===== src/sem_pkg.sv =====
// ----------------------------------------------------------------------------
// Sobel edge magnitude package
// Shared types and constants for the RGB Sobel block.
// ----------------------------------------------------------------------------
package sem_pkg;
    localparam int unsigned PIX_W = 24;
    localparam logic CMD_PIXEL = 1'b0;
    localparam logic CMD_FLUSH = 1'b1;
    localparam logic [0:0] REG_FRAME_WIDTH  = 1'b0;
    localparam logic [0:0] REG_FRAME_HEIGHT = 1'b1;
    localparam logic [10:0] WIDTH_RESET  = 11'd640;
    localparam logic [12:0] HEIGHT_RESET = 13'd480;

    typedef logic [PIX_W-1:0] t_pix;

    // Row and column validity flags and the end-of-frame flag for one output position.
    typedef struct packed {
        logic top_ok;
        logic row_ok;
        logic bot_ok;
        logic left_ok;
        logic col_ok;
        logic right_ok;
        logic eof;
    } t_edge;
endpackage


===== src/sem_mag.sv =====
// ----------------------------------------------------------------------------
// Sobel magnitude pipeline
// Computes gradients, sums squares, and takes a rounded square root over
// eight pipelined steps per channel.
// ----------------------------------------------------------------------------
module sem_mag (
    input  logic          i_clk,
    input  logic          i_rst_n,
    input  logic          i_adv,
    input  logic          i_vld,
    input  sem_pkg::t_pix i_w [9],
    input  sem_pkg::t_edge i_edge,
    output logic          o_vld,
    output logic [7:0]    o_mag [3],
    output logic          o_eof
);
    localparam int unsigned NST = 8;

    logic signed [11:0] w_gx [3];
    logic signed [11:0] w_gy [3];
    logic [7:0]  w_p [9][3];
    logic        w_ok [9];

    logic [20:0] r_s   [3];
    logic        r_v0;
    logic        r_e0;
    logic [20:0] r_ss  [NST][3];
    logic [7:0]  r_q   [NST][3];
    logic        r_sv  [NST];
    logic        r_se  [NST];

    // Masked window taps and the two Sobel kernels.
    always_comb begin
        for (int i = 0; i < 9; i++) begin
            w_ok[i] = ((i / 3 != 0) || i_edge.top_ok) && ((i / 3 != 1) || i_edge.row_ok)
                && ((i / 3 != 2) || i_edge.bot_ok) && ((i % 3 != 0) || i_edge.left_ok)
                && ((i % 3 != 1) || i_edge.col_ok) && ((i % 3 != 2) || i_edge.right_ok);
            for (int k = 0; k < 3; k++) begin
                w_p[i][k] = w_ok[i] ? i_w[i][16-8*k +: 8] : 8'd0;
            end
        end
        for (int k = 0; k < 3; k++) begin
            w_gx[k] = $signed({4'd0, w_p[2][k]}) - $signed({4'd0, w_p[0][k]})
                + 12'sd2 * ($signed({4'd0, w_p[5][k]}) - $signed({4'd0, w_p[3][k]}))
                + $signed({4'd0, w_p[8][k]}) - $signed({4'd0, w_p[6][k]});
            w_gy[k] = $signed({4'd0, w_p[6][k]}) - $signed({4'd0, w_p[0][k]})
                + 12'sd2 * ($signed({4'd0, w_p[7][k]}) - $signed({4'd0, w_p[1][k]}))
                + $signed({4'd0, w_p[8][k]}) - $signed({4'd0, w_p[2][k]});
        end
    end

    // Sum of squares stage.
    always_ff @(posedge i_clk) begin
        if (!i_rst_n) begin
            r_v0 <= 1'b0;
        end else if (i_adv) begin
            r_v0 <= i_vld;
        end
    end
    always_ff @(posedge i_clk) begin
        if (i_adv) begin
            r_e0 <= i_edge.eof;
            for (int k = 0; k < 3; k++) begin
                r_s[k] <= 21'(22'(w_gx[k]) * 22'(w_gx[k]) + 22'(w_gy[k]) * 22'(w_gy[k]));
            end
        end
    end

    // One result bit per stage: keep q|bit when t*t - t + 1 <= s.
    always_ff @(posedge i_clk) begin
        if (!i_rst_n) begin
            for (int j = 0; j < NST; j++) r_sv[j] <= 1'b0;
        end else if (i_adv) begin
            r_sv[0] <= r_v0;
            for (int j = 1; j < NST; j++) r_sv[j] <= r_sv[j-1];
        end
    end
    always_ff @(posedge i_clk) begin
        logic [7:0]  t;
        logic [16:0] sq;
        if (i_adv) begin
            r_se[0] <= r_e0;
            for (int j = 1; j < NST; j++) r_se[j] <= r_se[j-1];
            for (int k = 0; k < 3; k++) begin
                t = 8'h80;
                sq = 17'(t) * 17'(t) - 17'(t) + 17'd1;
                r_ss[0][k] <= r_s[k];
                r_q[0][k]  <= (21'(sq) <= r_s[k]) ? t : 8'd0;
                for (int j = 1; j < NST; j++) begin
                    t = r_q[j-1][k] | (8'h80 >> j);
                    sq = 17'(t) * 17'(t) - 17'(t) + 17'd1;
                    r_ss[j][k] <= r_ss[j-1][k];
                    r_q[j][k]  <= (21'(sq) <= r_ss[j-1][k]) ? t : r_q[j-1][k];
                end
            end
        end
    end

    assign o_vld = r_sv[NST-1];
    assign o_eof = r_se[NST-1];
    always_comb begin
        for (int k = 0; k < 3; k++) o_mag[k] = r_q[NST-1][k];
    end
endmodule


===== config.mk =====
export PLATFORM = sky130hd
export DESIGN_NAME = sem_mag
export DESIGN_NICKNAME = d
export VERILOG_FILES = /design/src/sem_pkg.sv /design/src/sem_mag.sv
export SDC_FILE = /design/constraint.sdc
export NUM_CORES = 2
export LEC_CHECK = 0
export BUFFER_PORTS_ARGS = -buffer_cell sky130_fd_sc_hd__buf_2
export CAP_MARGIN = 20
export CORE_MARGIN = 1.5
export CORE_UTILIZATION = 45
export CTS_BUF_LIST = sky130_fd_sc_hd__clkbuf_8
export DETAILED_ROUTE_END_ITERATION = 16
export GPL_TIMING_DRIVEN = 1
export PLACE_DENSITY_LB_ADDON = 0.08
export SYNTH_ARGS = -nofsm -noshare
export SYNTH_HDL_FRONTEND = slang
export SYNTH_SLANG_ARGS = --single-unit

===== constraint.sdc =====
create_clock -name i_clk -period 14.87 [get_ports i_clk]
set_input_delay 0.7435 -clock i_clk [delete_from_list [all_inputs] [get_ports i_clk]]
set_output_delay 0.7435 -clock i_clk [all_outputs]
set_load 0.01 [all_outputs]

==> summary.md <==
| Metric | Value |
|---|---|
| Area growth, synth to finish | 7.81% |
| CP Launch Type | input pin |
| Area of the die | around 0.18 mm² |
| Share of the synthesized area in the top cell type | 26.6% |
| Tot GR Track Use | 20.9% |
| CTS Buf Count | 105 |
| Outcome | finished clean |
| FMAX | 77.8 MHz |
| RSZ-0062 raised after global routing | no |
| Worst-path clk slew | 0.06 ns |
| Hold Path End | r_e0 |
| Crit path time final | 12.85 ns |
| Initial DRC count | approximately 2,200 |
| Tightest Hold Check Type | input pin to flop |
| WHS Path Cells | 1 |
| Drt first pass iters | 5 |
| Yosys warning count | 0 |
| Die H | 419 µm |
| # fillers | 16,275 |
| GP Congestion | 0.867 |
| Worst path most repeated cell | fa_1 |
| Post-Syn Nets | just under 10,000 |
| CP max stage delay | 0.84 ns |
| Final Max Tran Viols | 0 |
| Total grt overflow | 0 |
| Clk buf depth | 3 |
| CP arrival | 13.33 ns |
| Core area | between 0.15 and 0.2 mm² |
| Multi-input combinational cell area | 0.0514 mm² |
| Post-DP HPWL | 153,000 µm |
| Final wirelength | 178,000 µm |
| Pin slew with the least headroom to its limit | 1.08 ns |
| CTS tree | yes |
| Hold wc startpoint | i_edge[0] |
| Final setup fails | 0 |
| Area contributors post-synth | fa_1, edfxtp_1, ha_1, inv_1, xnor2_1 |
| Mapped Area | 0.0780 mm² |
| Worst setup EP type | flop |
| I/O Buffers | 228 |
| Critical-path top delay cell | and2_1 |
| Post-synthesis sequential area ratio | 24.2% |
| Residual DRC | 0 |
| Reg area | approximately 0.019 mm² |
| Initial antenna violation count | 15 |
| Crit-path max FO | 23 |
| Largest net degree at the start of global routing | 109 |
| R2R setup slack | 8.08 ns |
| Vias in the first global route | roughly 54,000 |
| Clk_lat worst skew | 0.79 ns |
| Setup Crit Path Kind | input pin to flop |
| Hold WS | 0.167 ns |
| Worst reg-to-reg path cell count | 25 |
| Period utilization | 86.4% |
| Synth Area per Inst | 10.4 µm² |
| Worst Clk Skew | 0.0691 ns |
| Drt wl/cell | approximately 17 µm |
| Root Driver | clkbuf_8 |
| Via density | just under 5 |
| Reg2reg start | r_q[1][49] |
| Vias | 50,357 |
| Layout cell share with drive strength beyond 1 | 6.10% |
| TNS Setup | 0 ns |
| Post-synth cell types | 77 |
| Postcts setup bufs | 0 |
| I/O pin count | 253 |
| CTS Sinks | 630 |
| Synth Flop Type | edfxtp_1 |
| Worst Path Buf+Inv | 8 |
| Hold buffer count at CTS | 0 |
| MaxCap Viol Count | 0 |
| #FFs+latches synth | 630 |
| Cells resized by post-CTS repair | 0 |
| H-tree levels | 3 |
| First-pass GRT wire length | 285,000 µm |
| Slew HR | 27.3% |
| Die X | 419 µm |
| Post-synth EDFFs | about 630 |
| Worst EP required | around 15 ns |
| FFs w/ async S/R, synth | 0% |
| Syn Inst Count | approximately 7,500 |
| Row count | 152 |
| Family with the most delay on the worst path | adder cells |
| Fin. Hold Viols | 0 |
| Area leader, netlist | fa_1 |
| Post-route ant nets | 0 |
| FF-to-FF End | r_q[1][72] |
| Nets | roughly 10,000 |
| Initial Util | 45.4% |
==> synth_stat cells (5+ instances only) <==
master    number
or3_1          7
fa_1        1036
o211ai_1      11
xor2_1       153
a211o_1        6
mux2i_1       14
o41ai_1       10
or2_2         29
nor2_1       330
nand2_1      479
o221ai_1       5
nor3_1        38
a21oi_1      244
and3_1        87
nor4_1        35
o21a_1        78
buf_4         24
a41oi_1        7
clkinv_1       8
ha_1        1167
a21o_1       151
a211oi_1       8
edfxtp_1     628
inv_1       1914
nor2b_1       50
and4_1         7
xnor2_1      299
maj3_1         7
and2_1        94
nand3_1       52
or4_1         25
nand2b_1      50
a21boi_0      18
o21ai_1        9
o21ai_0      145
o31ai_1       16
o21bai_1      55
a31oi_1       13
nand4_1       54
a221oi_1       5
clkbuf_1      70
==> cells by family (layout without fill, tap and decap cells) <==
family	count (synthesis)	after routing	synth area share (%)
compound gates	820	820	6.77
xor+xnor	457	457	5.21
buf+inv	2028	2400	9.88
fa+ha+maj	2210	2210	45.4
mux	16	16	0.209
other cells	0	11	0
simple gates	1357	1357	8.30
flops	630	630	24.2
==> placed cells by master (no fill, tap or decap), drive strengths merged, types with 111 or more instances in the layout <==
master,instances
inv,1947
ha,1167
fa,1036
edfxtp,628
nand2,479
nor2,331
xnor2,300
buf,279
a21oi,247
o21ai,154
xor2,153
a21o,151
clkbuf,111
==> sequential cells by signal, summed over array words and instances (netlist names) <==
name  cells
r_e0      1
r_q     108
r_s      63
r_se      8
r_ss    441
r_sv      8
r_v0      1
==> through the flow <==
| step | cells | utilization [%] | setup slack (ns) | area [µm²] |
|---|---|---|---|---|
| after CTS | 10199 | 48.9 | 2.03 | 84100 |
| after floorplan | 7518 | - | 2.73 | 78000 |
| final | 10211 | 48.9 | 2.02 | 84100 |
| after global placement | 10004 | 47.7 | 1.32 | 81900 |
| after global routing | 10209 | 48.9 | 1.39 | 84100 |
| after detailed placement | 10004 | 47.7 | 1.19 | 81900 |
==> worst max path at each step <==
| stage | endpoint | start | cells after the start | slack (ns) |
|---|---|---|---|---|
| floorplan | r_s[0][62] | i_edge[4] | 46 | 2.73 |
| finish | r_s[0][41] | i_edge[3] | 43 | 2.02 |
| global placement | r_s[0][62] | i_edge[3] | 43 | 1.32 |
| CTS | r_s[0][41] | i_edge[3] | 43 | 2.03 |
| detailed placement | r_s[0][41] | i_edge[3] | 43 | 1.19 |
| global route | r_s[0][41] | i_edge[3] | 42 | 1.39 |
==> routing by layer <==
layer / global-route usage, % / share of wire, % / up-vias
li1: - / - / 24496
met1: 25.1 / 41 / 24923
met2: 38.0 / 52 / 707
met3: 2.30 / 2.9 / 225
met4: 8.06 / 3.8 / 6
met5: 0 / 0.017 / -
==> area by class of cell <==
cell class                      instances  area share [%]
Multi-Input combinational cell       4860            61.1
Sequential cell                       630            22.5
Inverter                             1926            8.60
Tap cell                             2310            3.44
Timing Repair Buffer                  279            1.82
Clock buffer                          111            1.82
Clock inverter                         84           0.692
Antenna cell                           11          0.0327
Power is left out: the tool's default activity adds up to more than one toggle a clock period on the data nets, which glitch-free logic cannot reach.
